### src/rtl/core/tt_pkg.sv
package tt_pkg;

    // token store
    localparam int TOKEN_MAX = 63;
    localparam int LEN_W     = $clog2(TOKEN_MAX + 1);
    localparam int IDX_W     = $clog2(TOKEN_MAX);

    // payload widths
    localparam int CHAR_W      = 8;
    localparam int LINE_W      = 20;
    localparam int OUT_TDATA_W = ((CHAR_W + LINE_W + 7) / 8) * 8;
    localparam int TDATA_PAD   = OUT_TDATA_W - CHAR_W - LINE_W;

    localparam logic [LINE_W-1:0] LINE_MAX   = '1;
    localparam logic [LINE_W-1:0] LINE_FIRST = LINE_W'(1);

    // configuration port
    localparam int CFG_IDX_W  = 2;
    localparam int CFG_DATA_W = 63;
    localparam int SPEC_W     = 63;
    localparam int CMT_W      = 16;
    localparam int CMT_LEN_W  = 2;

    localparam logic [CFG_IDX_W-1:0] CFG_SPECIAL_A     = CFG_IDX_W'(0);
    localparam logic [CFG_IDX_W-1:0] CFG_SPECIAL_B     = CFG_IDX_W'(1);
    localparam logic [CFG_IDX_W-1:0] CFG_COMMENT_CHARS = CFG_IDX_W'(2);
    localparam logic [CFG_IDX_W-1:0] CFG_COMMENT_LEN   = CFG_IDX_W'(3);

    localparam logic [SPEC_W-1:0]    SPECIAL_A_RST   = 63'd4405711396330306939;
    localparam logic [SPEC_W-1:0]    SPECIAL_B_RST   = 63'd47;
    localparam logic [CMT_W-1:0]     COMMENT_CHR_RST = 16'd12079;
    localparam logic [CMT_LEN_W-1:0] COMMENT_LEN_RST = 2'd2;

    // characters
    localparam logic [CHAR_W-1:0] CH_SP    = 8'h20;
    localparam logic [CHAR_W-1:0] CH_TAB   = 8'h09;
    localparam logic [CHAR_W-1:0] CH_LF    = 8'h0A;
    localparam logic [CHAR_W-1:0] CH_CR    = 8'h0D;
    localparam logic [CHAR_W-1:0] CH_QMARK = 8'h3F;
    localparam logic [CHAR_W-1:0] BOM_0    = 8'hEF;
    localparam logic [CHAR_W-1:0] BOM_1    = 8'hBB;
    localparam logic [CHAR_W-1:0] BOM_2    = 8'hBF;

    localparam logic [1:0] BOM_DONE = 2'd3;

    typedef enum logic [3:0] {
        S_IDLE,
        S_FEED,
        S_PROC,
        S_ADD,
        S_EMIT_RD,
        S_EMIT_WR,
        S_NEXT,
        S_FLUSH,
        S_RESTART
    } t_state;

    // where a token emission returns to
    typedef enum logic [1:0] {
        RET_ADD,
        RET_NEXT,
        RET_RESTART
    } t_ret;

    typedef struct packed {
        logic accept;
        logic load_feed;
        logic load_held;
        logic comment_start;
        logic proc;
        logic add_char;
        logic line_inc;
        logic emit_wr;
        logic tok_clear;
        logic restart;
    } t_cmd;

    typedef struct packed {
        logic bom_hit;
        logic last;
        logic held_valid;
        logic held_comment;
        logic feed_more;
        logic tok_empty;
        logic emit_last;
        logic out_free;
        logic fin1;
        logic add;
        logic fin2;
        logic line_inc;
    } t_status;

endpackage

### src/rtl/core/tt_ctrl.sv
module tt_ctrl (
    input  logic             i_clk,
    input  logic             i_rst_n,
    input  logic             i_in_valid,
    output logic             o_in_ready,
    input  tt_pkg::t_status  i_st,
    output tt_pkg::t_cmd     o_cmd
);
    import tt_pkg::*;

    t_state r_state, n_state;
    t_ret   r_ret, n_ret;
    logic   r_then_x, n_then_x;
    logic   r_add, n_add;
    logic   r_fin2, n_fin2;
    logic   r_line_inc, n_line_inc;

    function automatic t_state ret_state(input t_ret r);
        t_state s;
        unique case (r)
            RET_ADD:     s = S_ADD;
            RET_NEXT:    s = S_NEXT;
            RET_RESTART: s = S_RESTART;
            default:     s = S_IDLE;
        endcase
        return s;
    endfunction

    always_ff @(posedge i_clk) begin
        if (!i_rst_n) begin
            r_state    <= S_IDLE;
            r_ret      <= RET_NEXT;
            r_then_x   <= 1'b0;
            r_add      <= 1'b0;
            r_fin2     <= 1'b0;
            r_line_inc <= 1'b0;
        end else begin
            r_state    <= n_state;
            r_ret      <= n_ret;
            r_then_x   <= n_then_x;
            r_add      <= n_add;
            r_fin2     <= n_fin2;
            r_line_inc <= n_line_inc;
        end
    end

    always_comb begin : next_state
        n_state    = r_state;
        n_ret      = r_ret;
        n_then_x   = r_then_x;
        n_add      = r_add;
        n_fin2     = r_fin2;
        n_line_inc = r_line_inc;
        unique case (r_state)
            S_IDLE: begin
                if (i_in_valid && !i_st.bom_hit) begin
                    n_state = S_FEED;
                end
            end
            S_FEED: begin
                if (i_st.held_valid && i_st.held_comment) begin
                    // held lead byte plus this byte form the comment prefix
                    n_add      = 1'b0;
                    n_fin2     = 1'b0;
                    n_line_inc = 1'b0;
                    n_ret      = RET_ADD;
                    n_state    = i_st.tok_empty ? S_ADD : S_EMIT_RD;
                end else begin
                    n_then_x = i_st.held_valid;
                    n_state  = S_PROC;
                end
            end
            S_PROC: begin
                n_add      = i_st.add;
                n_fin2     = i_st.fin2;
                n_line_inc = i_st.line_inc;
                if (i_st.fin1) begin
                    n_ret   = RET_ADD;
                    n_state = i_st.tok_empty ? S_ADD : S_EMIT_RD;
                end else begin
                    n_state = S_ADD;
                end
            end
            S_ADD: begin
                if (r_fin2) begin
                    n_ret   = RET_NEXT;
                    n_state = S_EMIT_RD;
                end else begin
                    n_state = S_NEXT;
                end
            end
            S_EMIT_RD: begin
                n_state = S_EMIT_WR;
            end
            S_EMIT_WR: begin
                if (i_st.out_free) begin
                    n_state = i_st.emit_last ? ret_state(r_ret) : S_EMIT_RD;
                end
            end
            S_NEXT: begin
                priority if (r_then_x) begin
                    n_then_x = 1'b0;
                    n_state  = S_PROC;
                end else if (i_st.feed_more) begin
                    n_state = S_FEED;
                end else if (i_st.last) begin
                    n_state = S_FLUSH;
                end else begin
                    n_state = S_IDLE;
                end
            end
            S_FLUSH: begin
                if (i_st.held_valid) begin
                    n_state = S_PROC;
                end else begin
                    n_ret   = RET_RESTART;
                    n_state = i_st.tok_empty ? S_RESTART : S_EMIT_RD;
                end
            end
            S_RESTART: begin
                n_state = S_IDLE;
            end
            default: begin
                n_state = S_IDLE;
            end
        endcase
    end

    always_comb begin : outputs
        o_cmd      = '0;
        o_in_ready = 1'b0;
        unique case (r_state)
            S_IDLE: begin
                o_in_ready   = 1'b1;
                o_cmd.accept = i_in_valid;
            end
            S_FEED: begin
                priority if (i_st.held_valid && i_st.held_comment) begin
                    o_cmd.comment_start = 1'b1;
                    o_cmd.tok_clear     = i_st.tok_empty;
                end else if (i_st.held_valid) begin
                    o_cmd.load_held = 1'b1;
                end else begin
                    o_cmd.load_feed = 1'b1;
                end
            end
            S_PROC: begin
                o_cmd.proc      = 1'b1;
                o_cmd.tok_clear = i_st.fin1 && i_st.tok_empty;
            end
            S_ADD: begin
                o_cmd.add_char = r_add;
                o_cmd.line_inc = r_line_inc;
            end
            S_EMIT_RD: begin
                o_cmd = '0;
            end
            S_EMIT_WR: begin
                o_cmd.emit_wr = i_st.out_free;
            end
            S_NEXT: begin
                o_cmd.load_feed = r_then_x;
            end
            S_FLUSH: begin
                if (i_st.held_valid) begin
                    o_cmd.load_held = 1'b1;
                end else begin
                    o_cmd.tok_clear = i_st.tok_empty;
                end
            end
            S_RESTART: begin
                o_cmd.restart = 1'b1;
            end
            default: begin
                o_cmd = '0;
            end
        endcase
    end

endmodule

### src/rtl/core/tt_datapath.sv
module tt_datapath (
    input  logic                          i_clk,
    input  logic                          i_rst_n,
    input  logic [tt_pkg::CHAR_W-1:0]     i_in_byte,
    input  logic                          i_in_last,
    input  logic                          i_cfg_valid,
    input  logic [tt_pkg::CFG_IDX_W-1:0]  i_cfg_index,
    input  logic [tt_pkg::CFG_DATA_W-1:0] i_cfg_data,
    input  tt_pkg::t_cmd                  i_cmd,
    output tt_pkg::t_status               o_st,
    input  logic                          i_out_ready,
    output logic                          o_out_valid,
    output logic [tt_pkg::CHAR_W-1:0]     o_out_char,
    output logic                          o_out_end,
    output logic [tt_pkg::LINE_W-1:0]     o_out_line,
    output logic                          o_out_trunc
);
    import tt_pkg::*;

    // configuration
    logic [SPEC_W-1:0]    r_spec_a;
    logic [SPEC_W-1:0]    r_spec_b;
    logic [CMT_W-1:0]     r_cmt_chars;
    logic [CMT_LEN_W-1:0] r_cmt_len;

    // tokenizer state
    logic [LEN_W-1:0]  r_len;
    logic              r_ovf;
    logic [LINE_W-1:0] r_line;
    logic [CHAR_W-1:0] r_held;
    logic              r_held_v;
    logic              r_in_cmt;
    logic              r_after_cr;
    logic [1:0]        r_bom_prog;
    logic              r_bom_seen;

    // current request and feed sequence
    logic [CHAR_W-1:0] r_byte;
    logic              r_last;
    logic [1:0]        r_fk;
    logic [1:0]        r_fp;
    logic [CHAR_W-1:0] r_op;
    logic              r_mh;

    // token memory and emission
    logic [CHAR_W-1:0] r_store [TOKEN_MAX];
    logic [CHAR_W-1:0] r_rd_data;
    logic [IDX_W-1:0]  r_idx;

    logic              r_out_valid;
    logic [CHAR_W-1:0] r_out_char;
    logic              r_out_end;
    logic [LINE_W-1:0] r_out_line;
    logic              r_out_trunc;

    logic              plen1, plen2;
    logic [CHAR_W-1:0] c0, c1;
    logic [CHAR_W-1:0] bom_mark;
    logic              bom_hit;
    logic [CHAR_W-1:0] feed_byte;
    logic              emit_last;
    logic              out_free;
    logic [CHAR_W-1:0] add_byte;
    logic              do_restart;

    logic d_fin1, d_add, d_fin2, d_line;
    logic d_set_cmt, d_clr_cmt, d_hold, d_newline;
    logic is_ws, is_nl, is_spec, swallow;

    function automatic logic is_special(input logic [CHAR_W-1:0] b,
                                        input logic [SPEC_W-1:0] a,
                                        input logic [SPEC_W-1:0] c);
        logic [2*SPEC_W+1:0] slots;
        logic                hit;
        slots = {1'b0, c, 1'b0, a};
        hit   = 1'b0;
        for (int i = 0; i < 16; i++) begin
            if (slots[CHAR_W*i +: CHAR_W] == b) begin
                hit = 1'b1;
            end
        end
        return hit && (b != '0);
    endfunction

    assign plen1 = (r_cmt_len == CMT_LEN_W'(1));
    assign plen2 = r_cmt_len[1];
    assign c0    = r_cmt_chars[CHAR_W-1:0];
    assign c1    = r_cmt_chars[2*CHAR_W-1:CHAR_W];

    always_comb begin
        unique case (r_bom_prog)
            2'd0:    bom_mark = BOM_0;
            2'd1:    bom_mark = BOM_1;
            default: bom_mark = BOM_2;
        endcase
    end

    // a mark byte only counts if the text does not end before the mark is whole
    assign bom_hit = (r_bom_prog != BOM_DONE) && (i_in_byte == bom_mark)
                     && !(i_in_last && (r_bom_prog != 2'd2));

    // replayed mark bytes come first, then the request byte
    assign feed_byte = (r_fp == r_fk) ? r_byte : ((r_fp == 2'd0) ? BOM_0 : BOM_1);

    assign emit_last = ((LEN_W'(r_idx) + LEN_W'(1)) == r_len);
    assign out_free  = !r_out_valid || i_out_ready;
    assign add_byte  = (!r_bom_seen && r_op[CHAR_W-1]) ? CH_QMARK : r_op;
    assign do_restart = i_cmd.restart || (i_cmd.accept && bom_hit && i_in_last);

    assign is_ws   = (r_op == CH_SP) || (r_op == CH_TAB);
    assign is_nl   = (r_op == CH_LF) || (r_op == CH_CR);
    assign is_spec = is_special(r_op, r_spec_a, r_spec_b);
    assign swallow = r_after_cr && (r_op == CH_LF);

    always_comb begin : decide
        d_fin1    = 1'b0;
        d_add     = 1'b0;
        d_fin2    = 1'b0;
        d_line    = 1'b0;
        d_set_cmt = 1'b0;
        d_clr_cmt = 1'b0;
        d_hold    = 1'b0;
        d_newline = 1'b0;
        if (!swallow) begin
            priority if (r_in_cmt) begin
                if (is_nl) begin
                    d_clr_cmt = 1'b1;
                    d_fin1    = 1'b1;
                    d_line    = 1'b1;
                    d_newline = 1'b1;
                end
            end else if (plen1 && r_op == c0) begin
                d_fin1    = 1'b1;
                d_set_cmt = 1'b1;
            end else if (plen2 && r_op == c0 && r_mh) begin
                // hold the lead byte until the next one decides
                d_fin1 = is_ws || is_nl || is_spec;
                d_hold = 1'b1;
            end else if (is_ws) begin
                d_fin1 = 1'b1;
            end else if (is_nl) begin
                d_fin1    = 1'b1;
                d_line    = 1'b1;
                d_newline = 1'b1;
            end else if (is_spec) begin
                d_fin1 = 1'b1;
                d_add  = 1'b1;
                d_fin2 = 1'b1;
            end else begin
                d_add = 1'b1;
            end
        end
    end

    always_comb begin
        o_st.bom_hit      = bom_hit;
        o_st.last         = r_last;
        o_st.held_valid   = r_held_v;
        o_st.held_comment = plen2 && (feed_byte == c1);
        o_st.feed_more    = (r_fp <= r_fk);
        o_st.tok_empty    = (r_len == '0);
        o_st.emit_last    = emit_last;
        o_st.out_free     = out_free;
        o_st.fin1         = d_fin1;
        o_st.add          = d_add;
        o_st.fin2         = d_fin2;
        o_st.line_inc     = d_line;
    end

    // token memory, registered read
    always_ff @(posedge i_clk) begin
        if (i_cmd.add_char && (r_len < LEN_W'(TOKEN_MAX))) begin
            r_store[r_len[IDX_W-1:0]] <= add_byte;
        end
        r_rd_data <= r_store[r_idx];
    end

    always_ff @(posedge i_clk) begin
        if (!i_rst_n) begin
            r_spec_a    <= SPECIAL_A_RST;
            r_spec_b    <= SPECIAL_B_RST;
            r_cmt_chars <= COMMENT_CHR_RST;
            r_cmt_len   <= COMMENT_LEN_RST;
            r_len       <= '0;
            r_ovf       <= 1'b0;
            r_line      <= LINE_FIRST;
            r_held      <= '0;
            r_held_v    <= 1'b0;
            r_in_cmt    <= 1'b0;
            r_after_cr  <= 1'b0;
            r_bom_prog  <= '0;
            r_bom_seen  <= 1'b0;
            r_last      <= 1'b0;
            r_fk        <= '0;
            r_fp        <= '0;
            r_mh        <= 1'b0;
            r_idx       <= '0;
            r_out_valid <= 1'b0;
        end else begin
            if (i_cfg_valid) begin
                unique case (i_cfg_index)
                    CFG_SPECIAL_A:     r_spec_a    <= i_cfg_data[SPEC_W-1:0];
                    CFG_SPECIAL_B:     r_spec_b    <= i_cfg_data[SPEC_W-1:0];
                    CFG_COMMENT_CHARS: r_cmt_chars <= i_cfg_data[CMT_W-1:0];
                    CFG_COMMENT_LEN:   r_cmt_len   <= i_cfg_data[CMT_LEN_W-1:0];
                    default:           r_cmt_len   <= r_cmt_len;
                endcase
            end

            if (i_cmd.accept) begin
                r_byte <= i_in_byte;
                r_last <= i_in_last;
                r_fp   <= '0;
                if (r_bom_prog != BOM_DONE) begin
                    if (bom_hit) begin
                        r_bom_prog <= r_bom_prog + 2'd1;
                        if (r_bom_prog == 2'd2) begin
                            r_bom_seen <= 1'b1;
                        end
                    end else begin
                        // mark broke off: replay the bytes matched so far
                        r_bom_prog <= BOM_DONE;
                        r_bom_seen <= 1'b0;
                        r_fk       <= r_bom_prog;
                    end
                end else begin
                    r_fk <= '0;
                end
            end

            if (i_cmd.load_feed) begin
                r_op <= feed_byte;
                r_mh <= 1'b1;
                r_fp <= r_fp + 2'd1;
            end

            if (i_cmd.load_held) begin
                r_op     <= r_held;
                r_mh     <= 1'b0;
                r_held_v <= 1'b0;
            end

            if (i_cmd.comment_start) begin
                r_held_v <= 1'b0;
                r_in_cmt <= 1'b1;
                r_fp     <= r_fp + 2'd1;
            end

            if (i_cmd.proc) begin
                r_after_cr <= d_newline && (r_op == CH_CR);
                if (d_set_cmt) begin
                    r_in_cmt <= 1'b1;
                end else if (d_clr_cmt) begin
                    r_in_cmt <= 1'b0;
                end
                if (d_hold) begin
                    r_held   <= r_op;
                    r_held_v <= 1'b1;
                end
            end

            if (i_cmd.line_inc && (r_line != LINE_MAX)) begin
                r_line <= r_line + LINE_W'(1);
            end

            if (i_cmd.add_char) begin
                if (r_len < LEN_W'(TOKEN_MAX)) begin
                    r_len <= r_len + LEN_W'(1);
                end else begin
                    r_ovf <= 1'b1;
                end
            end

            if (i_cmd.emit_wr) begin
                r_out_valid <= 1'b1;
                r_out_char  <= r_rd_data;
                r_out_end   <= emit_last;
                r_out_line  <= r_line;
                r_out_trunc <= r_ovf;
                if (emit_last) begin
                    r_len <= '0;
                    r_ovf <= 1'b0;
                    r_idx <= '0;
                end else begin
                    r_idx <= r_idx + IDX_W'(1);
                end
            end else if (i_out_ready) begin
                r_out_valid <= 1'b0;
            end

            if (i_cmd.tok_clear) begin
                r_len <= '0;
                r_ovf <= 1'b0;
                r_idx <= '0;
            end

            if (do_restart) begin
                r_len      <= '0;
                r_ovf      <= 1'b0;
                r_line     <= LINE_FIRST;
                r_held     <= '0;
                r_held_v   <= 1'b0;
                r_in_cmt   <= 1'b0;
                r_after_cr <= 1'b0;
                r_bom_prog <= '0;
                r_bom_seen <= 1'b0;
                r_last     <= 1'b0;
                r_idx      <= '0;
            end
        end
    end

    assign o_out_valid = r_out_valid;
    assign o_out_char  = r_out_char;
    assign o_out_end   = r_out_end;
    assign o_out_line  = r_out_line;
    assign o_out_trunc = r_out_trunc;

endmodule

### src/rtl/core/text_tokenizer.sv
// text_tokenizer splits a byte stream into tokens and sends them out one character per
// request, each tagged with its line number, an end-of-token mark (tlast) and a truncation
// flag (tuser). Spaces, tabs and newlines end a token, the sixteen configured special bytes
// are tokens of their own, the configured one- or two-byte prefix starts a line comment,
// and a leading UTF-8 byte order mark is dropped. Tokens longer than 63 characters keep
// their first 63 and are flagged. tlast on the input marks the final byte of a text: the
// pending token is flushed and the next byte starts a new text at line 1. Bytes are taken
// one at a time: each byte is accepted, then each processing step of it runs in the
// sequencer (load, decide, commit, return), and each token character it releases passes
// through a registered read of the token memory, then the output register. A replayed
// partial byte order mark or a held comment lead byte adds one step each. Output
// back-pressure only stalls the character being sent. Register writes are taken in any
// cycle but must only be made while the block is idle.
module text_tokenizer (
    input  logic                           i_clk,
    input  logic                           i_rst_n,
    // slave stream, tdata: in_byte[7:0]; tlast: in_last
    input  logic                           i_s_axis_tvalid,
    output logic                           o_s_axis_tready,
    input  logic [7:0]                     i_s_axis_tdata,
    input  logic                           i_s_axis_tlast,
    // master stream, tdata: out_char[7:0], out_line[27:8], zero[31:28]; tlast: out_token_end
    output logic                           o_m_axis_tvalid,
    input  logic                           i_m_axis_tready,
    output logic [tt_pkg::OUT_TDATA_W-1:0] o_m_axis_tdata,
    output logic                           o_m_axis_tlast,
    // tuser: out_truncated[0]
    output logic [0:0]                     o_m_axis_tuser,
    // register writes
    input  logic                           i_cfg_valid,
    output logic                           o_cfg_ready,
    input  logic [tt_pkg::CFG_IDX_W-1:0]   i_cfg_index,
    input  logic [tt_pkg::CFG_DATA_W-1:0]  i_cfg_data
);
    import tt_pkg::*;

    t_cmd              w_cmd;
    t_status           w_st;
    logic [CHAR_W-1:0] w_char;
    logic [LINE_W-1:0] w_line;
    logic              w_trunc;

    tt_ctrl u_ctrl (
        .i_clk      (i_clk),
        .i_rst_n    (i_rst_n),
        .i_in_valid (i_s_axis_tvalid),
        .o_in_ready (o_s_axis_tready),
        .i_st       (w_st),
        .o_cmd      (w_cmd)
    );

    tt_datapath u_dp (
        .i_clk       (i_clk),
        .i_rst_n     (i_rst_n),
        .i_in_byte   (i_s_axis_tdata),
        .i_in_last   (i_s_axis_tlast),
        .i_cfg_valid (i_cfg_valid),
        .i_cfg_index (i_cfg_index),
        .i_cfg_data  (i_cfg_data),
        .i_cmd       (w_cmd),
        .o_st        (w_st),
        .i_out_ready (i_m_axis_tready),
        .o_out_valid (o_m_axis_tvalid),
        .o_out_char  (w_char),
        .o_out_end   (o_m_axis_tlast),
        .o_out_line  (w_line),
        .o_out_trunc (w_trunc)
    );

    assign o_cfg_ready       = 1'b1;
    assign o_m_axis_tdata    = {TDATA_PAD'(0), w_line, w_char};
    assign o_m_axis_tuser[0] = w_trunc;

`ifndef ASSERT_OFF
    // a character is only moved into the output register when that register can take it
    a_emit_into_free: assert property (@(posedge i_clk) disable iff (!i_rst_n)
        w_cmd.emit_wr |-> w_st.out_free)
        else $error("token character loaded into an occupied output register");

    // sending the final character of a token empties the token store
    a_token_drained: assert property (@(posedge i_clk) disable iff (!i_rst_n)
        (w_cmd.emit_wr && w_st.emit_last) |=> w_st.tok_empty)
        else $error("token store not empty after its last character was sent");

    // line numbers start at one and saturate, so zero never leaves the block
    a_line_nonzero: assert property (@(posedge i_clk) disable iff (!i_rst_n)
        o_m_axis_tvalid |-> (w_line != '0))
        else $error("token character sent with line number zero");
`endif

endmodule
### config.mk
export PLATFORM = sky130hd
export DESIGN_NAME = text_tokenizer
export DESIGN_NICKNAME = d
export VERILOG_FILES = /design/src/rtl/core/tt_pkg.sv /design/src/rtl/core/tt_ctrl.sv /design/src/rtl/core/tt_datapath.sv /design/src/rtl/core/text_tokenizer.sv
export SDC_FILE = /design/constraint.sdc
export NUM_CORES = 1
export LEC_CHECK = 0
export ABC_CLOCK_PERIOD_IN_PS = 5800
export BUFFER_PORTS_ARGS = -buffer_cell sky130_fd_sc_hd__buf_2
export CAP_MARGIN = 5
export CORE_ASPECT_RATIO = 0.8
export CORE_MARGIN = 4
export CORE_UTILIZATION = 60
export DETAILED_ROUTE_END_ITERATION = 10
export PLACE_DENSITY = 0.89
export SETUP_SLACK_MARGIN = 0.05
export SLEW_MARGIN = 5
export SYNTH_ARGS = -nofsm -noshare
export SYNTH_HDL_FRONTEND = slang
export SYNTH_SLANG_ARGS = --single-unit
### constraint.sdc
create_clock -name i_clk -period 5.8 [get_ports i_clk]
set_input_delay 0.58 -clock i_clk [delete_from_list [all_inputs] [get_ports i_clk]]
set_output_delay 0.58 -clock i_clk [all_outputs]
set_load 0.02 [all_outputs]
# Yosys cells after proc, flatten, opt, wreduce, memory -nomap -nowiden

Memories as Yosys holds them, arrays and structs flattened. A register that Yosys moved wholly into a read port is not among the register bits.
Cells that the tools add are included.

Output and inout port bits: 37
Memory bits (writable): 504
Memories: 1
Input bits: 79
Bits in registers: 254
Word-level logic and storage cells: 278

Memory list:

| memory       | depth | bits a word | rd ports | clocked after Yosys merged registers in | wr ports | line              | text |
|---|---|---|---|---|---|---|---|
| u_dp.r_store | 63    | 8           | 1        | 1                                       | 1        | tt_datapath.sv:46 | `logic [CHAR_W-1:0] r_store [TOKEN_MAX];` |

Mux-type cells: 126
Reduce and logical (&&, ||, !) cells: 59
Bitwise operators: 1
$add $sub $neg: 5
$lt $le $gt $ge: 2
Equality and inequality tests: 53

Operators with widths:

| operator                                               | count |
|---|---|
| equality test 8 bit                                    | 17 |
| two-way mux 1 bit                                      | 81 |
| two-way mux 4 bit                                      | 9 |
| two-way mux 8 bit                                      | 4 |
| one-hot mux 4 bit (8 select lines)                     | 1 |
| two-way mux 6 bit                                      | 5 |
| two-way mux 2 bit                                      | 13 |
| AND reduction 2 bit                                    | 13 |
| equality test 8 x 4 -> 1 bit (second input constant)   | 3 |
| adder 20 x 1 -> 20 bit (second input constant)         | 1 |
| inequality test 20 bit (second input constant)         | 1 |
| logical AND 1 bit                                      | 18 |
| equality test 4 x 3 -> 1 bit (second input constant)   | 4 |
| equality test 7 x 8 -> 1 bit                           | 2 |
| one-hot mux 7 bit (2 select lines)                     | 1 |
| adder 6 x 1 -> 6 bit (second input constant)           | 2 |
| inequality test 2 bit (second input constant)          | 6 |
| one-hot mux 1 bit (2 select lines)                     | 6 |
| one-hot mux 4 bit (3 select lines)                     | 1 |
| inequality test 2 x 1 -> 1 bit (second input constant) | 5 |
| equality test 2 x 1 -> 1 bit (second input constant)   | 4 |
| equality test 2 bit (second input constant)            | 4 |
| equality test 4 x 2 -> 1 bit (second input constant)   | 2 |
| equality test 8 x 6 -> 1 bit (second input constant)   | 1 |
| other kinds (25)                                       | 42 |

# Depth between registers and ports, before layout

Gate-level depths: netlist of the first run.

Depth in word-level cells: 28
Mapped depth: 12
Depth with buffers taken out: 10

# By module

From an unflattened synthesis of the first run, not the netlist that was laid out.

Cells, all modules: 2,248
Area, all modules: 31,888.1 µm²

By module, submodules not included:

| module         | instances | sequential area each (µm²) | area each (µm²) | cells each |
|---|---|---|---|---|
| tt_datapath    | 1         | 20,639.8                   | 31,018.5        | 2,135 |
| tt_ctrl        | 1         | 200.2                      | 824.5           | 106 |
| text_tokenizer | 1         | 0.0                        | 45.0            | 7 |

# Worst setup path before layout of the first run

No wires, ideal clock.

Path type: reg2reg
Start point: reg u_dp.r_fp[0]
End point: reg u_dp.r_op[0] (enable)
Setup time: 0.370 ns
Buffers on the path: 1
Arrival time: 2.651 ns
Clock period less this slack: 3.021 ns
Setup slack: 2.779 ns
Required time: 5.430 ns
Stages on the path, launching flop included: 12
Cells stage by stage: dfxtp_1 inv_1 ha_1 nand2_1 and4_1 o32a_1 and4_1 nand2b_1 a211oi_4 buf_2 nor2_1 nor2_1

Longest elaborated chain between the ends: 10
Elaborated cells between the ends (all ways): 12
Classes of those cells: eq/ne (2); mux (5); reduce/logical (5)

RTL lines:

| what                                   | line               | text |
|---|---|---|
| start: declaration                     | tt_datapath.sv:41  | `logic [1:0] r_fp;` |
| start signal: assignment               | tt_datapath.sv:234 | `r_fp <= r_fp + 2'd1;` |
| start signal: assignment               | tt_datapath.sv:246 | `r_fp <= r_fp + 2'd1;` |
| zero test 2 bit                        | tt_datapath.sv:103 | `assign feed_byte = (r_fp == r_fk) ? r_byte : ((r_fp == 2'd0) ? BOM_0 : BOM_1);` |
| two-way mux 7 bit                      | tt_datapath.sv:103 |  |
| two-way mux 8 bit *                    | tt_datapath.sv:103 |  |
| equality test 8 bit *                  | tt_datapath.sv:159 | `o_st.held_comment = plen2 && (feed_byte == c1);` |
| logical AND 1 bit *                    | tt_datapath.sv:159 |  |
| logical AND 1 bit *                    | tt_ctrl.sv:138     | `priority if (i_st.held_valid && i_st.held_comment) begin` |
| two-way mux 2 bit *                    | tt_ctrl.sv:138     |  |
| one-hot mux 1 bit (2 select lines)     | tt_ctrl.sv:132     | `unique case (r_state)` |
| nonzero test 2 bit (no source line) *  | n/a                |  |
| AND reduction 2 bit (no source line) * | n/a                |  |
| end signal: assignment                 | tt_datapath.sv:232 | `r_op <= feed_byte;` |
| end signal: assignment                 | tt_datapath.sv:238 | `r_op <= r_held;` |
| end: declaration                       | tt_datapath.sv:42  | `logic [CHAR_W-1:0] r_op;` |

Every way passes the cells marked *; elsewhere a longest branch is shown, timed or not.
A chain may end at the register's enable or synchronous reset.

# Final worst setup path of the first run

Start point: reg u_dp.r_op[0]
End point: reg u_dp.r_len[0]

Longest elaborated chain between the ends: 28
Elaborated cells between the ends (all ways): 58
Classes of those cells: eq/ne (21); mux (25); reduce/logical (12)

RTL lines:

| what                                  | line               | text |
|---|---|---|
| equality test 8 bit                   | tt_datapath.sv:78  | `if (slots[CHAR_W*i +: CHAR_W] == b) begin` |
| two-way mux 1 bit (16 in a row)       | tt_datapath.sv:78  |  |
| logical AND 1 bit                     | tt_datapath.sv:82  | `return hit && (b != '0);` |
| two-way mux 1 bit                     | tt_datapath.sv:145 | `end else if (is_spec) begin` |
| two-way mux 1 bit                     | tt_datapath.sv:141 | `end else if (is_nl) begin` |
| two-way mux 1 bit                     | tt_datapath.sv:139 | `end else if (is_ws) begin` |
| two-way mux 1 bit                     | tt_datapath.sv:135 | `end else if (plen2 && r_op == c0 && r_mh) begin` |
| two-way mux 1 bit                     | tt_datapath.sv:132 | `end else if (plen1 && r_op == c0) begin` |
| two-way mux 1 bit                     | tt_datapath.sv:125 | `priority if (r_in_cmt) begin` |
| two-way mux 1 bit *                   | tt_datapath.sv:124 | `if (!swallow) begin` |
| logical AND 1 bit *                   | tt_ctrl.sv:149     | `o_cmd.tok_clear = i_st.fin1 && i_st.tok_empty;` |
| one-hot mux 1 bit (3 select lines) *  | tt_ctrl.sv:132     |  |
| OR reduction 3 bit (no source line) * | n/a                |  |
| end signal: assignment                | tt_datapath.sv:268 | `r_len <= r_len + LEN_W'(1);` |
| end: declaration                      | tt_datapath.sv:27  | `logic [LEN_W-1:0] r_len;` |

Marked as above.

==> flow_summary.yaml, run 1 <==
run_status:
  outcome: "finished clean"
clock_network:
  cts.sinks: 766
  cts_setup_buffers: 0
  ctsResizeCount: 0
  cts_tree: "built"
  root_buffer: "clkbuf_16"
  ctsLongestPathBuffers: 3
  path_clk_slew_ns: 0.06
  htreeDepth: 3
  cts_buffers: 71
  cts_hold_buf: 0
  clk_latency_ns: 0.63
power:
  finalPower_mw: 12.0
  peakVddDrop_uv: 250
  leakagePower_nw: 11.4
  pwr_density_cell_mw_per_mm2: 343
final_layout:
  ff_latch_area_mm2: 0.0208
  area_growth_pct: 10.9
  layout_common_cells: "edfxtp_1, nand2_1, dfxtp_1"
  multi_input_comb_area_mm2: 0.00998
  nets: 2372
  final_common_cell: "edfxtp_1"
  utilization_pct: 67.8
  drive_gt1_share_pct: 18.2
  fillCellCount: 3181
critical_path:
  crit_type: "reg2reg"
  crit_family: "compound AO/OA/AOI/OAI gates"
  critPathRequiredTime_ns: 6.28
  worst-path-buf-inv: 0
  cp-end-kind: "flip-flop"
  cp_cell_sequence: "xnor2_1 > nand4_1 > nor2_1 > a2111oi_0 > nand4_1 > a31oi_2 > a21oi_2 > nor4_1"
  cp-start-kind: "flip-flop"
  crit_fanout: 18
  max_stage_delay_ns: 0.98
  r2r-start: "u_dp.r_op[0]"
  reg2reg_to: "u_dp.r_len[0]"
  r2r_setup_slack_ns: 2.08
  worstPathArrival_ns: 4.20
  ff2ff_path_depth: 8
  cp_common_cell: "nand4_1"
  cp_slowest_cell: "edfxtp_1"
timing:
  setup_viol: 0
  period_needed_ns: 3.72
  skew_ns: 0.0304
  worstMarginPinSlew_ns: 1.32
  rsz0062_at_grt: "no"
  slew-limit-headroom_pct: 12.2
  maxSlewViolCount: 0
  finalCritPeriodShare_pct: 64.1
  tns_ns: 0
  clock.fmax_ghz: 0.269
  hold_viol: 0
logic_synthesis:
  synth_area_leaders: "edfxtp_1, dfxtp_1, mux4_2"
  synth_top_area_share_pct: 52.3
  synth-main-ff-cell: "edfxtp_1"
  netlist.top_cell.by_area: "edfxtp_1"
  synth_seq_cells: 766
  yosysSeqAreaShare_pct: 66.0
  async_flop_share_pct: 0
  syn_area_mm2: 0.0316
  avgSynthCellArea_um2: 14.3
  ys_warn_count: 0
  syn_inst: 2212
  synth-edff-count: 550
  synth.distinct_cells: 71
hold_path:
  hold_end: "u_dp.r_byte[3]"
  hp-class: "in2reg"
  min_from: "i_s_axis_tdata[3]"
  hold_depth: 1
placement:
  hpwl_um: 45500
  port-buffer-count: 110
  place_congestion: 0.866
die:
  dieHeight_um: 213
  start_util_pct: 61.2
  io_pins: 116
  die_width_um: 264
  dieArea_mm2: 0.0563
  row_count: 74
  core_area_mm2: 0.0516
route:
  drt_wl_total_um: 78200
  drtPass1Iterations: 6
  drt-initial-drc-count: 2883
  wl_per_cell_um: 25.9
  ant_nets: 0
  drc: 0
  num_vias: 19691
  vias_per_cell: 6.52
global_routing:
  grt_max_degree: 109
  antenna_found_initial: 4
  grt_pass1_wl_um: 119000
  track_usage_pct: 27.7
  grt_overflow_total: 0
  grt_pass1_vias: 19310
job:
  drv_cap: 0
flip-flops by register name, indices dropped and copies added, names as in the netlist, 2 cells and up:
signal,cells
u_dp.r_store,504
u_dp.r_cmt_len,2
u_dp.r_rd_data,8
u_dp.r_cmt_chars,16
u_dp.r_fk,2
u_dp.r_idx,6
u_dp.r_spec_a,63
u_dp.r_line,20
u_dp.r_byte,8
u_dp.r_len,6
u_dp.r_fp,2
u_dp.r_held,8
u_dp.o_out_char,8
u_dp.r_op,8
u_dp.r_bom_prog,2
u_dp.r_spec_b,63
u_ctrl.r_ret,2
u_ctrl.r_state,4
u_dp.o_out_line,20
cells in the mapped netlist (all sizes together), types with 7 or more instances:
cell,number
and3,7
a21oi,130
xor2,60
inv,25
buf,63
mux2i,26
o21ai,22
nand3,70
ha,13
nor4,18
nor2,159
nand4,38
nand2b,13
dfxtp,216
nor3,26
xnor2,110
edfxtp,550
nand2,334
clkbuf,74
nor2b,9
mux4,159
metal layers:
metal / global-route usage [%] / vias up / wire length, um
met3: 6.53 / 224 / 8290
met2: 45.0 / 1403 / 38200
li1: - / 8286 / -
met5: 0 / - / 21
met1: 37.5 / 9774 / 29200
met4: 9.43 / 4 / 2570
stage by stage:
| stage | instance area [um2] | setup slack (ns) | hold slack [ns] | instances |
|---|---|---|---|---|
| final | 35000 | 2.08 | 0.155 | 3021 |
| after global routing | 35000 | 1.86 | 0.144 | 3021 |
| after CTS | 35000 | 2.17 | 0.134 | 3020 |
| after detailed placement | 32500 | 2.23 | 0.394 | 2891 |
| after global placement | 32500 | 2.35 | 0.390 | 2891 |
| after floorplan | 31600 | 2.78 | 0.386 | 2215 |
area by class of cell:
class / instances / area share [%]
inverter: 25 / 0.272
multi-input combinational: 1287 / 28.5
clock inverter: 32 / 1.22
antenna: 1 / 0.00715
tap: 684 / 2.45
timing repair buffer: 129 / 2.05
sequential: 766 / 59.6
clock buffer: 97 / 5.87
power breakdown:
part / internal (mW) / leakage (nW) / switching [mW]
clock network: 2.94 / 1.21 / 2.04
logic: 0.298 / 3.51 / 0.599
registers: 6.04 / 6.65 / 0.0965
total: 9.28 / 11.4 / 2.73
worst max-delay path by stage:
stage	start	to	slack (ns)	depth (start not counted)
finish	u_dp.r_op[0]	u_dp.r_len[0]	2.08	8
global placement	u_dp.r_op[2]	u_dp.r_ovf	2.35	8
CTS	u_dp.r_fp[0]	u_dp.r_op[5]	2.17	10
detailed placement	u_dp.r_fk[1]	u_dp.r_op[3]	2.23	10
floorplan	u_dp.r_fp[0]	u_dp.r_op[0]	2.78	11
global route	u_dp.r_fp[0]	u_dp.r_op[1]	1.86	10
worst reg2reg max path: cells and delay by family (launching register included):
kind / cells / cell delay, ns
xor gates and xnor gates: 1 / 0.19
and+or+nand+nor: 4 / 1.06
DFF: 1 / 0.98
AOI/OAI and AO/OA: 3 / 1.34
cell families (layout without fill, tap and decap cells):
| family | after synthesis | count (layout) | synth area share [%] |
|---|---|---|---|
| adder cells (fa/ha/maj) | 13 | 13 | 0.515 |
| buffers and inverters | 162 | 283 | 2.56 |
| flip-flops | 766 | 766 | 66.0 |
| AND/OR/NAND/NOR | 717 | 717 | 10.2 |
| XOR/XNOR | 171 | 171 | 4.84 |
| other | 2 | 6 | 0.0238 |
| AO/OA/AOI/OAI | 194 | 194 | 3.62 |
| multiplexers | 187 | 187 | 12.2 |
Power figures use the tool's default switching activity.
==> run 2: changes to the inputs <==
ABC_CLOCK_PERIOD_IN_PS = 3600   (was 5800)
clock period = 3.6 ns   (was 5.8 ns; I/O delays follow)
==> run 2 against run 1 <==
Against the previous run: critical path depth up 1; register-to-register slack worse by 1.8 ns; utilization rose by 1.9 points; non-clock buffer count increased by 119; first-iteration DRC count up 0.21%; wire length increased by 6.1%; total power up 61%; sequential share of layout area shrank 1.6 points; maximum frequency grew 13%; clock skew up 0.0044 ns; sequential cell count unchanged; final cell count is 4.1% higher; highest routed layer unchanged.
==> flow_summary.yaml, run 2 (synthesized netlist as in run 1, its figures left out) <==
critical_path:
  cp_slowest_cell: "edfxtp_1"
  cp-end-kind: "flip-flop"
  crit_type: "reg2reg"
  worstPathArrival_ns: 3.80
  cp_common_cell: "nand4_1"
  worst-path-buf-inv: 1
  cp-start-kind: "flip-flop"
  crit_fanout: 13
  max_stage_delay_ns: 0.92
  critPathRequiredTime_ns: 4.11
  crit_family: "compound AO/OA/AOI/OAI gates"
  cp_cell_sequence: "buf_4 > xnor2_1 > nand4_1 > nor2_1 > a2111oi_1 > nand4_1 > a31oi_2 > a21oi_2 > nor4_1"
timing:
  skew_ns: 0.0348
  period_needed_ns: 3.29
  clock.fmax_ghz: 0.304
  rsz0062_at_grt: "no"
  finalCritPeriodShare_pct: 91.3
  hold_viol: 0
  maxSlewViolCount: 0
  fin_ws_ns: 0.314
  setup_viol: 0
  slew-limit-headroom_pct: 29.0
  worstMarginPinSlew_ns: 1.06
  tns_ns: 0
power:
  p_comb_share_pct: 8.0
  intPower_mw: 14.8
  leakagePower_nw: 11.9
  clkPwrFrac_pct: 40.6
  peakVddDrop_uv: 565
  power_switching_mw: 4.52
  power_frac_seq_pct: 51.5
  pwr_density_cell_mw_per_mm2: 536
  swShare_pct: 23.4
route:
  vias_per_cell: 6.52
  drt-initial-drc-count: 2889
  drt_wl_total_um: 83000
  drc: 0
  ant_nets: 0
  num_vias: 20509
  wl_per_cell_um: 26.4
  drtPass1Iterations: 5
global_routing:
  grt_overflow_total: 0
  busiest_layer: "met2"
  grt_pass1_wl_um: 127000
  grt_use_met1_pct: 39.9
  use_met2_pct: 48.3
  use_met3_pct: 6.80
  grt_max_degree: 84
  grt_pass1_vias: 20510
  track_usage_pct: 29.5
  antenna_found_initial: 5
hold_path:
  hp-class: "in2reg"
final_layout:
  final_common_cell: "edfxtp_1"
  layout_common_cells: "edfxtp_1, nand2_1, dfxtp_1"
  fillCellCount: 2944
  ff_latch_area_mm2: 0.0208
  drive_gt1_share_pct: 19.8
  area_growth_pct: 14.0
  largest_reg_flops: 504
  nets: 2492
  multi_input_comb_area_mm2: 0.00996
die:
  dieHeight_um: 213
  dieArea_mm2: 0.0563
  row_count: 74
  io_pins: 116
  core_area_mm2: 0.0516
  start_util_pct: 61.2
  die_width_um: 264
job:
  drv_cap: 0
clock_network:
  clk_latency_ns: 0.64
  cts_buffers: 72
  cts.sinks: 766
  cts_tree: "built"
  cts_setup_buffers: 0
  root_buffer: "clkbuf_16"
  ctsLongestPathBuffers: 3
  htreeDepth: 3
  path_clk_slew_ns: 0.07
placement:
  place_congestion: 0.909
  port-buffer-count: 110
  detailedPlace.worstSlack_ns: 0.390
  hpwl_um: 48500
run_status:
  outcome: "finished clean"
[run 2: worst paths after layout]
check / start / endpoint / cells after the start / slack [ns]
setup / recovery: u_dp.r_op[4] / u_dp.r_len[0] / 9 / 0.31
hold / removal: i_cfg_data[52] / u_dp.r_spec_a[52] / 3 / 0.02
setup reg to reg: u_dp.r_op[4] / u_dp.r_len[0] / 9 / 0.31
hold reg to reg: u_dp.r_rd_data[1] / u_dp.o_out_char[1] / 0 / 0.42
[run 2: power by group through the flow]
stage | Sequential [mW] | Combinational (mW) | Clock, mW
after floorplan | 10.0 | 1.04 | 0
after global placement | 10.1 | 1.33 | 0
after detailed placement | 10.1 | 1.42 | 0
after CTS | 9.91 | 1.49 | 7.85
after global routing | 9.93 | 1.65 | 8.27
final | 9.92 | 1.53 | 7.83
[run 2: metrics by stage]
stage          cells  utilization [%]  hold slack [ns]  power (mW)  area, um2
2_1_floorplan   2215                -            0.386        11.0      31600
6_report        3145             69.7           0.0187        19.3      36000
4_1_cts         3141             69.7         0.000978        19.3      35900
3_5_place_dp    2949             63.8            0.389        11.5      32900
5_1_grt         3144             69.7          0.00999        19.8      36000
3_3_place_gp    2949             63.8            0.391        11.4      32900
[run 2: cell type report]
cell class                 instances  share of cell area, %
clock inverter                    32                   1.01
antenna                            3                 0.0209
multi-input combinational       1287                   27.7
clock buffer                     100                   5.73
inverter                          25                  0.264
timing repair buffer             248                   4.93
tap                              684                   2.38
sequential                       766                   58.0
[run 2: tightest hold or removal path, cell delays in order]
cell,delay [ns]
buf_2,0.12
nand2_1,0.06
a21oi_1,0.05
[run 2: layer usage]
layer | vias up | routed length (um)
li1 | 8540 | -
met1 | 10138 | 30500
met2 | 1569 | 40200
met3 | 260 | 9220
met4 | 2 | 3110
met5 | - | 13
[run 2: repair_timing]
item / 4_1_cts / 5_1_grt
hold endpoints to repair: 101 / 0
hold buffers: 60 / 0
endpoints found under the setup margin: 0 / 5
gates resized for setup: 0 / 1
